==> src/sv/assert_macros.svh <==
// ---------------------------------------------------------------------------
// Assertion macros shared by the RTL of the Morse text encoder
// ---------------------------------------------------------------------------
`ifndef ASSERT_MACROS_SVH
`define ASSERT_MACROS_SVH

// property must hold at every clock edge outside reset
`define ASSERT_CLK(lbl, clk, rst_n, prop) \
  lbl: assert property (@(posedge clk) disable iff (!rst_n) prop) \
    else $error("concurrent assertion failed");

// condition must never be seen outside reset
`define ASSERT_NEVER(lbl, clk, rst_n, cond) \
  lbl: assert property (@(posedge clk) disable iff (!rst_n) !(cond)) \
    else $error("forbidden condition seen");

`endif

==> src/sv/mte_pkg.sv <==
// ---------------------------------------------------------------------------
// mte_pkg
// Shared types, symbol codes and the Morse lookup table.
// ---------------------------------------------------------------------------
`timescale 1ns / 1ps
`default_nettype none

package mte_pkg;

  localparam int SYM_W  = 2;
  localparam int CODE_W = 6;   // longest code in the table
  localparam int LEN_W  = 3;   // holds 0..CODE_W

  localparam logic [SYM_W-1:0] SYM_DOT   = 2'd0;
  localparam logic [SYM_W-1:0] SYM_DASH  = 2'd1;
  localparam logic [SYM_W-1:0] SYM_SPACE = 2'd2;

  localparam logic [7:0] CHAR_SPACE = 8'h20;

  localparam int QUEUE_DEPTH = 4;
  localparam int QPTR_W      = 2;
  localparam int QCNT_W      = 3;

  // pattern is left aligned: bit CODE_W-1 is the first symbol, 1 = dash
  typedef struct packed {
    logic              found;
    logic [LEN_W-1:0]  len;
    logic [CODE_W-1:0] pattern;
  } code_t;

  typedef struct packed {
    logic full;
    logic empty;
  } q_stat_t;

  function automatic code_t lookup_code(input logic [7:0] ch_in);
    logic [7:0] ch;
    code_t      c;
    ch = ch_in;
    if (ch >= "A" && ch <= "Z") begin
      ch = ch + 8'h20;
    end
    c.found = 1'b1;
    unique case (ch)
      "a": begin c.len = 3'd2; c.pattern = 6'b010000; end
      "b": begin c.len = 3'd4; c.pattern = 6'b100000; end
      "c": begin c.len = 3'd4; c.pattern = 6'b101000; end
      "d": begin c.len = 3'd3; c.pattern = 6'b100000; end
      "e": begin c.len = 3'd1; c.pattern = 6'b000000; end
      "f": begin c.len = 3'd4; c.pattern = 6'b001000; end
      "g": begin c.len = 3'd3; c.pattern = 6'b110000; end
      "h": begin c.len = 3'd4; c.pattern = 6'b000000; end
      "i": begin c.len = 3'd2; c.pattern = 6'b000000; end
      "j": begin c.len = 3'd4; c.pattern = 6'b011100; end
      "k": begin c.len = 3'd3; c.pattern = 6'b101000; end
      "l": begin c.len = 3'd4; c.pattern = 6'b010000; end
      "m": begin c.len = 3'd2; c.pattern = 6'b110000; end
      "n": begin c.len = 3'd2; c.pattern = 6'b100000; end
      "o": begin c.len = 3'd3; c.pattern = 6'b111000; end
      "p": begin c.len = 3'd4; c.pattern = 6'b011000; end
      "q": begin c.len = 3'd4; c.pattern = 6'b110100; end
      "r": begin c.len = 3'd3; c.pattern = 6'b010000; end
      "s": begin c.len = 3'd3; c.pattern = 6'b000000; end
      "t": begin c.len = 3'd1; c.pattern = 6'b100000; end
      "u": begin c.len = 3'd3; c.pattern = 6'b001000; end
      "v": begin c.len = 3'd4; c.pattern = 6'b000100; end
      "w": begin c.len = 3'd3; c.pattern = 6'b011000; end
      "x": begin c.len = 3'd4; c.pattern = 6'b100100; end
      "y": begin c.len = 3'd4; c.pattern = 6'b101100; end
      "z": begin c.len = 3'd4; c.pattern = 6'b110000; end
      "0": begin c.len = 3'd5; c.pattern = 6'b111110; end
      "1": begin c.len = 3'd5; c.pattern = 6'b011110; end
      "2": begin c.len = 3'd5; c.pattern = 6'b001110; end
      "3": begin c.len = 3'd5; c.pattern = 6'b000110; end
      "4": begin c.len = 3'd5; c.pattern = 6'b000010; end
      "5": begin c.len = 3'd5; c.pattern = 6'b000000; end
      "6": begin c.len = 3'd5; c.pattern = 6'b100000; end
      "7": begin c.len = 3'd5; c.pattern = 6'b110000; end
      "8": begin c.len = 3'd5; c.pattern = 6'b111000; end
      "9": begin c.len = 3'd5; c.pattern = 6'b111100; end
      ".": begin c.len = 3'd6; c.pattern = 6'b010101; end
      ",": begin c.len = 3'd6; c.pattern = 6'b110011; end
      "?": begin c.len = 3'd6; c.pattern = 6'b001100; end
      "/": begin c.len = 3'd5; c.pattern = 6'b100100; end
      "@": begin c.len = 3'd6; c.pattern = 6'b011010; end
      default: begin
        c.found   = 1'b0;
        c.len     = '0;
        c.pattern = '0;
      end
    endcase
    return c;
  endfunction

endpackage

`default_nettype wire

==> src/sv/morse_text_encoder.sv <==
// A character's first symbol is offered once its job is registered at the queue head.
// Throughput: one symbol per cycle while out_tready is high; a character holds the
//   serializer for its code and one or two spaces, 1 to MAX_CODE_LENGTH + 2 symbols.
// Input bytes are taken every cycle while the four-entry job queue has room.
// Reset: synchronous, active low; clears word state, queue pointers and symbol position.
// ---------------------------------------------------------------------------
// morse_text_encoder
// Streams text bytes in and Morse symbols (dot, dash, space) out.
// ---------------------------------------------------------------------------
`timescale 1ns / 1ps
`default_nettype none

module morse_text_encoder #(
  parameter int MAX_CODE_LENGTH = 6
) (
  input  wire        clk,
  input  wire        rst_n,
  input  wire        in_tvalid,
  output logic       in_tready,
  input  wire  [7:0] in_tdata,    // [7:0] text_byte
  input  wire        in_tlast,    // end_of_text
  output logic       out_tvalid,
  input  wire        out_tready,
  output logic [7:0] out_tdata,   // [1:0] symbol, [7:2] zero
  output logic       out_tlast    // last_of_run
);

  localparam int JLEN_W = $clog2(MAX_CODE_LENGTH + 1);
  localparam int JOB_W  = MAX_CODE_LENGTH + JLEN_W + 2;

  mte_pkg::q_stat_t           q_stat;
  logic                       push;
  logic                       pop;
  logic [MAX_CODE_LENGTH-1:0] f_bits;
  logic [JLEN_W-1:0]          f_len;
  logic [1:0]                 f_tail;
  logic [JOB_W-1:0]           wr_job;
  logic [JOB_W-1:0]           rd_job;
  logic [mte_pkg::SYM_W-1:0]  sym;

  mte_front #(
    .MAX_CODE_LENGTH(MAX_CODE_LENGTH),
    .JLEN_W         (JLEN_W)
  ) u_front (
    .clk      (clk),
    .rst_n    (rst_n),
    .in_tvalid(in_tvalid),
    .in_tready(in_tready),
    .in_tdata (in_tdata),
    .in_tlast (in_tlast),
    .q_stat   (q_stat),
    .push     (push),
    .job_bits (f_bits),
    .job_len  (f_len),
    .job_tail (f_tail)
  );

  assign wr_job = {f_bits, f_len, f_tail};

  mte_queue #(
    .DATA_W(JOB_W)
  ) u_queue (
    .clk    (clk),
    .rst_n  (rst_n),
    .push   (push),
    .wr_data(wr_job),
    .pop    (pop),
    .rd_data(rd_job),
    .q_stat (q_stat)
  );

  mte_back #(
    .MAX_CODE_LENGTH(MAX_CODE_LENGTH),
    .JLEN_W         (JLEN_W)
  ) u_back (
    .clk       (clk),
    .rst_n     (rst_n),
    .q_stat    (q_stat),
    .job_bits  (rd_job[JOB_W-1 -: MAX_CODE_LENGTH]),
    .job_len   (rd_job[JLEN_W+1:2]),
    .job_tail  (rd_job[1:0]),
    .pop       (pop),
    .out_tvalid(out_tvalid),
    .out_tready(out_tready),
    .sym       (sym),
    .out_tlast (out_tlast)
  );

  assign out_tdata = {(8 - mte_pkg::SYM_W)'(0), sym};

endmodule

`default_nettype wire

==> src/sv/mte_front.sv <==
// ---------------------------------------------------------------------------
// mte_front
// Accepts text bytes, tracks word state and turns each byte that sends symbols into
// a job: code pattern, code length and number of trailing spaces.
// ---------------------------------------------------------------------------
`timescale 1ns / 1ps
`default_nettype none

module mte_front #(
  parameter int MAX_CODE_LENGTH = 6,
  parameter int JLEN_W          = 3
) (
  input  wire                        clk,
  input  wire                        rst_n,
  input  wire                        in_tvalid,
  output logic                       in_tready,
  input  wire  [7:0]                 in_tdata,   // [7:0] text_byte
  input  wire                        in_tlast,   // end_of_text
  input  mte_pkg::q_stat_t           q_stat,
  output logic                       push,
  output logic [MAX_CODE_LENGTH-1:0] job_bits,
  output logic [JLEN_W-1:0]          job_len,
  output logic [1:0]                 job_tail
);

  logic          inside_r, inside_nxt;
  logic          sent_r, sent_nxt;
  mte_pkg::code_t code;
  logic          accept;
  logic          is_space;
  logic          code_ok;
  logic          ins_after;
  logic          sent_after;
  logic          word_sp_space;
  logic          word_sp_end;

  assign in_tready = !q_stat.full;
  assign accept    = in_tvalid && in_tready;
  assign code      = mte_pkg::lookup_code(in_tdata);
  assign is_space  = (in_tdata == mte_pkg::CHAR_SPACE);
  // codes longer than the serializer can hold count as unknown
  assign code_ok   = !is_space && code.found && (int'(code.len) <= MAX_CODE_LENGTH);

  always_comb begin
    if (is_space) begin
      word_sp_space = inside_r && sent_r;
      ins_after     = 1'b0;
      sent_after    = sent_r;
    end else begin
      word_sp_space = 1'b0;
      ins_after     = 1'b1;
      sent_after    = sent_r || code_ok;
    end
    word_sp_end = in_tlast && ins_after && sent_after;
    inside_nxt  = inside_r;
    sent_nxt    = sent_r;
    if (accept) begin
      inside_nxt = in_tlast ? 1'b0 : ins_after;
      sent_nxt   = in_tlast ? 1'b0 : sent_after;
    end
  end

  // at most two of the three spaces can be set for one byte
  assign job_tail = 2'(code_ok) + 2'(word_sp_space) + 2'(word_sp_end);
  assign job_len  = code_ok ? JLEN_W'(code.len) : '0;
  // drop bytes that send nothing
  assign push     = accept && (job_tail != 2'd0);

  for (genvar g = 0; g < MAX_CODE_LENGTH; g++) begin : g_bits
    if (g < mte_pkg::CODE_W) begin : g_tab
      assign job_bits[MAX_CODE_LENGTH-1-g] = code.pattern[mte_pkg::CODE_W-1-g];
    end else begin : g_pad
      assign job_bits[MAX_CODE_LENGTH-1-g] = 1'b0;
    end
  end

  always_ff @(posedge clk) begin
    if (!rst_n) begin
      inside_r <= 1'b0;
      sent_r   <= 1'b0;
    end else begin
      inside_r <= inside_nxt;
      sent_r   <= sent_nxt;
    end
  end

endmodule

`default_nettype wire

==> src/sv/mte_queue.sv <==
// ---------------------------------------------------------------------------
// mte_queue
// Four-entry job queue between classifier and serializer.
// ---------------------------------------------------------------------------
`timescale 1ns / 1ps
`default_nettype none

`include "assert_macros.svh"

module mte_queue #(
  parameter int DATA_W = 12
) (
  input  wire                clk,
  input  wire                rst_n,
  input  wire                push,
  input  wire  [DATA_W-1:0]  wr_data,
  input  wire                pop,
  output logic [DATA_W-1:0]  rd_data,
  output mte_pkg::q_stat_t   q_stat
);

  logic [DATA_W-1:0]         mem_r [mte_pkg::QUEUE_DEPTH];
  logic [mte_pkg::QPTR_W-1:0] wr_ptr_r, wr_ptr_nxt;
  logic [mte_pkg::QPTR_W-1:0] rd_ptr_r, rd_ptr_nxt;
  logic [mte_pkg::QCNT_W-1:0] count_r, count_nxt;
  logic                      do_push;
  logic                      do_pop;

  assign q_stat.full  = (count_r == mte_pkg::QCNT_W'(mte_pkg::QUEUE_DEPTH));
  assign q_stat.empty = (count_r == '0);
  assign do_push      = push && !q_stat.full;
  assign do_pop       = pop && !q_stat.empty;
  assign rd_data      = mem_r[rd_ptr_r];

  always_comb begin
    wr_ptr_nxt = do_push ? wr_ptr_r + 1'b1 : wr_ptr_r;
    rd_ptr_nxt = do_pop ? rd_ptr_r + 1'b1 : rd_ptr_r;
    count_nxt  = count_r + mte_pkg::QCNT_W'(do_push) - mte_pkg::QCNT_W'(do_pop);
  end

  always_ff @(posedge clk) begin
    if (do_push) begin
      mem_r[wr_ptr_r] <= wr_data;
    end
  end

  always_ff @(posedge clk) begin
    if (!rst_n) begin
      wr_ptr_r <= '0;
      rd_ptr_r <= '0;
      count_r  <= '0;
    end else begin
      wr_ptr_r <= wr_ptr_nxt;
      rd_ptr_r <= rd_ptr_nxt;
      count_r  <= count_nxt;
    end
  end

  `ASSERT_NEVER(a_q_overflow, clk, rst_n, push && q_stat.full)
  `ASSERT_NEVER(a_q_underflow, clk, rst_n, pop && q_stat.empty)
  `ASSERT_CLK(a_q_ptr_gap, clk, rst_n,
              (count_r != '0 && count_r != mte_pkg::QCNT_W'(mte_pkg::QUEUE_DEPTH)) |-> (wr_ptr_r != rd_ptr_r))

endmodule

`default_nettype wire

==> src/sv/mte_back.sv <==
// ---------------------------------------------------------------------------
// mte_back
// Serializes the head job of the queue into one symbol per transaction.
// ---------------------------------------------------------------------------
`timescale 1ns / 1ps
`default_nettype none

`include "assert_macros.svh"

module mte_back #(
  parameter int MAX_CODE_LENGTH = 6,
  parameter int JLEN_W          = 3
) (
  input  wire                        clk,
  input  wire                        rst_n,
  input  mte_pkg::q_stat_t           q_stat,
  input  wire  [MAX_CODE_LENGTH-1:0] job_bits,
  input  wire  [JLEN_W-1:0]          job_len,
  input  wire  [1:0]                 job_tail,
  output logic                       pop,
  output logic                       out_tvalid,
  input  wire                        out_tready,
  output logic [mte_pkg::SYM_W-1:0]  sym,
  output logic                       out_tlast
);

  localparam int POS_W = $clog2(MAX_CODE_LENGTH + 3);
  localparam int IDX_W = $clog2(MAX_CODE_LENGTH);

  logic [POS_W-1:0] pos_r, pos_nxt;
  logic [POS_W-1:0] total;
  logic [POS_W-1:0] rev;
  logic [IDX_W-1:0] idx;
  logic             in_code;
  logic             fire;

  assign out_tvalid = !q_stat.empty;
  assign total      = POS_W'(job_len) + POS_W'(job_tail);
  assign out_tlast  = (pos_r == total - POS_W'(1));
  assign fire       = out_tvalid && out_tready;
  assign pop        = fire && out_tlast;
  assign in_code    = (pos_r < POS_W'(job_len));
  // code symbols run from the top bit down
  assign rev        = POS_W'(MAX_CODE_LENGTH - 1) - pos_r;
  assign idx        = rev[IDX_W-1:0];

  always_comb begin
    if (!in_code) begin
      sym = mte_pkg::SYM_SPACE;
    end else if (job_bits[idx]) begin
      sym = mte_pkg::SYM_DASH;
    end else begin
      sym = mte_pkg::SYM_DOT;
    end
    pos_nxt = pos_r;
    if (fire) begin
      pos_nxt = out_tlast ? '0 : pos_r + POS_W'(1);
    end
  end

  always_ff @(posedge clk) begin
    if (!rst_n) begin
      pos_r <= '0;
    end else begin
      pos_r <= pos_nxt;
    end
  end

  `ASSERT_CLK(a_pos_in_range, clk, rst_n, out_tvalid |-> (pos_r < total))
  `ASSERT_CLK(a_pos_idle, clk, rst_n, !out_tvalid |-> (pos_r == '0))
  `ASSERT_CLK(a_job_nonempty, clk, rst_n, out_tvalid |-> (job_tail != 2'd0))

endmodule

`default_nettype wire

==> config.mk <==
export PLATFORM = sky130hd
export DESIGN_NAME = morse_text_encoder
export DESIGN_NICKNAME = d
export VERILOG_FILES = /design/src/sv/mte_pkg.sv /design/src/sv/morse_text_encoder.sv /design/src/sv/mte_front.sv /design/src/sv/mte_queue.sv /design/src/sv/mte_back.sv
export VERILOG_INCLUDE_DIRS = /design/src /design/src/sv
export SDC_FILE = /design/constraint.sdc
export NUM_CORES = 1
export LEC_CHECK = 0
export BUFFER_PORTS_ARGS = -buffer_cell sky130_fd_sc_hd__buf_2
export CAP_MARGIN = 20
export CORE_MARGIN = 5
export CORE_UTILIZATION = 61
export DETAILED_ROUTE_END_ITERATION = 16
export GPL_TIMING_DRIVEN = 0
export HOLD_SLACK_MARGIN = 0.12
export PLACE_DENSITY = 0.85
export REMOVE_ABC_BUFFERS = 1
export SETUP_SLACK_MARGIN = 0.1
export SLEW_MARGIN = 5
export SYNTH_ARGS = -nofsm -noshare
export SYNTH_HDL_FRONTEND = slang
export SYNTH_SLANG_ARGS = --single-unit
==> constraint.sdc <==
create_clock -name clk -period 4.62 [get_ports clk]
set_input_delay 0.231 -clock clk [delete_from_list [all_inputs] [get_ports clk]]
set_output_delay 0.231 -clock clk [all_outputs]
set_load 0.01 [all_outputs]
==> metrics <==
status=finished clean; fin worst setup slack=between 0.4 and 0.5 ns; final WL=7010 µm; DR WL/cell=16.7 µm; CP Data Required Time=4.84 ns; Relative slew margins=0.548; CP max FO=11; Slew @ Worst Pin=0.674 ns; Worst-Skew Late Latency=0.33 ns; GRT Util Overall=0.200; final net count=372; HPWL after DPL=between 4000 and 5000 µm; initial antenna violation count=0; Initial Utilization=0.635; reg2reg path depth=17; Post-Synth XOR/XNOR Area=0.0270; clk sink count=59; CP Launch Type=flip-flop; largest net degree at the start of global routing=29; CTS root buffer=clkbuf_8; Setup-failing EPs final=0; synth warn=0; Tmin final=4.16 ns; Slew Limit Fails=0; H-tree depth=3; drt initial violations=158; Core Area=5540 µm²; critical setup path kind=flip-flop to flip-flop; fin crit share=0.899; Synth cell types=55; drt drc=0; CTS Buffer Depth=2; Critical Path AT=about 4.4 ns; Worst Hold Launch=rst_n; largest family of logic cells by synthesized area=simple AND/OR/NAND/NOR gates; RSZ-0062 raised after global routing=false; commonest non-fill, non-tap cell in the layout=edfxtp_1; Worst R2R Setup Slack=approximately 0.46 ns; layout cells sized above 1=0.164; Post-synth EDFFs=44; most frequent cells in the layout=edfxtp_1, nand2_1, nor2_1; row cnt=27; post-synthesis adder-cell area fraction=0.0669; Min-Delay Path Depth=2; number of max-cap violations=0; PwrDens=around 330 nW/µm²; DIE AREA=7380 µm²; drt first pass iters=5; post-synthesis mux area share=0.0886; via-per-instance ratio=6.20; I/O pins=24; Inserted Diodes=0; Reg clk slew, reported paths=about 0.07 ns; Max Fclk=241 MHz; Post-CTS Setup Bufs=0; hold path endpoint=u_queue.count_r[1]$_SDFF_PN0_; Layout Skew=0.0163 ns; Synth Area in Simple Gates=0.179; Synth Instances=about 330; Static Leak=0.00139 µW; Inst Count DP=403; RR Endpoint=u_queue.count_r[2]$_SDFF_PN0_; number of buffers created by CTS=9; syn_area_per_cell=10.6 µm²; gr ovfl total=0; endpoint type of the worst setup path=flip-flop; Synth Area in Compound Gates=0.125; number of global-route vias before repair=2432; CTS tree=built; dominant synthesized flop cell=edfxtp_1; Port Buf Inserts=17; Die Ht=85.9 µm; P&R area growth vs syn=7.15%; final non-filler cell total=419; Design Power=1260 µW; Worst Hold Class=input port to flip-flop; RD Place Congestion=0.912; FFs w/ async S/R, synth=0; peak supply drop=0.157 mV; flops & latches, synth=59; global-route wire length before repair=11500 µm; DR vias=2597; Chip Width=approximately 86 µm; Final Hold Fails=0; synthesized cell area=3520 µm²; post-synthesis sequential area ratio=0.461; post-route ant nets=0; pre-CTS setup slack=-0.0114 ns
[area by class of cell]
| class | count | area, µm² |
|---|---|---|
| Clock inverter | 3 | 15.0 |
| Timing Repair Buffer | 17 | 85.1 |
| Sequential cell | 59 | 1630 |
| Tap cell | 72 | 90.1 |
| Multi-Input combinational cell | 238 | 1740 |
| Fill cell | 434 | 1770 |
| Clock buffer | 13 | 149 |
| Inverter | 17 | 63.8 |
[report_power, final]
group          switching, µW  internal [µW]  leakage [µW]
Sequential              22.0            598      0.000536
Combinational            148            106      0.000763
Clock                    178            207     0.0000872
Total                    348            911       0.00139
[layer usage]
metal | global-route usage | share of wire | up-vias
li1 | - | - | 1232
met1 | 0.240 | 0.40 | 1246
met2 | 0.348 | 0.52 | 102
met3 | 0.0423 | 0.053 | 17
met4 | 0.0849 | 0.020 | 0
met5 | 0 | 0 | -
[flip-flops by register name (all words and copies together) (netlist names), named ones only]
register / flops
u_queue.mem_r: 44
u_front.sent_r: 1
u_queue.count_r: 3
u_queue.wr_ptr_r: 2
u_queue.rd_ptr_r: 2
u_back.pos_r: 4
u_front.inside_r: 1
[worst max path at each step]
stage	start	to	slack (ns)	cells after the start
floorplan	flip-flop	u_queue.count_r[2]$_SDFF_PN0_	0.43	17
global placement	flip-flop	u_queue.count_r[2]$_SDFF_PN0_	0.04	17
detailed placement	flip-flop	u_queue.count_r[2]$_SDFF_PN0_	-0.01	17
CTS	flip-flop	u_queue.count_r[2]$_SDFF_PN0_	0.19	17
global route	flip-flop	u_queue.count_r[2]$_SDFF_PN0_	0.18	17
finish	flip-flop	u_queue.count_r[2]$_SDFF_PN0_	0.46	17
[through the flow]
step            util  TNS [ns]  area, µm²  hold WS, ns
6_report       0.680         0       3770        0.225
2_1_floorplan      -         0       3420        0.353
5_1_grt        0.680         0       3770        0.222
3_3_place_gp   0.649         0       3590        0.474
3_5_place_dp   0.649   -0.0114       3590        0.483
4_1_cts        0.679         0       3760        0.209
[worst max-delay path: stages, from the launching register on]
cell     delay [ns]
dfxtp_1        0.65
mux4_2         0.40
inv_1          0.08
ha_1           0.22
inv_1          0.06
ha_1           0.13
inv_1          0.05
fa_1           0.53
xor2_1         0.18
nand3_1        0.18
nor3_2         0.36
ha_1           0.19
inv_1          0.04
ha_1           0.21
fa_1           0.41
xnor2_1        0.19
xnor2_1        0.14
nor2_1         0.05
[synth_stat cells, types with 3 or more instances]
library cell / count / share of area
buf_1: 3 / 0.0032
or3_1: 5 / 0.0089
nor2_1: 23 / 0.025
nand4_1: 5 / 0.0089
mux2i_1: 3 / 0.0085
dfxtp_1: 15 / 0.085
fa_1: 3 / 0.017
nand2b_1: 6 / 0.011
nor3_1: 3 / 0.0043
xnor2_1: 6 / 0.015
nand3_1: 9 / 0.013
nor3b_1: 3 / 0.0064
nor2b_1: 7 / 0.012
or2_2: 6 / 0.011
xor2_1: 3 / 0.0075
o21ai_0: 19 / 0.027
a22oi_1: 3 / 0.0064
a21oi_1: 19 / 0.027
a211oi_1: 5 / 0.011
nand2_1: 28 / 0.030
mux4_2: 12 / 0.077
and2_1: 10 / 0.018
a32oi_1: 3 / 0.0075
nand3b_1: 4 / 0.0085
inv_1: 16 / 0.017
ha_1: 14 / 0.050
o211ai_1: 5 / 0.011
buf_4: 6 / 0.013
clkbuf_1: 13 / 0.014
edfxtp_1: 44 / 0.38
[repair_timing]
| item | 4_1_cts | 5_1_grt |
|---|---|---|
| gates resized for setup | 1 | 2 |
| setup endpoints to repair | 2 | 2 |
| hold buffers | 0 | 0 |
[kinds of logic (layout without fill, tap and decap cells)]
group,count (synthesis),count (layout)
other,1,6
and+or+nand+nor,119,119
AOI/OAI and AO/OA,70,70
adders and majority gates,17,17
DFF,59,59
muxes,16,16
buffers and inverters,41,50
xor gates and xnor gates,10,10
No activity file was read; power rests on OpenSTA's default activity.
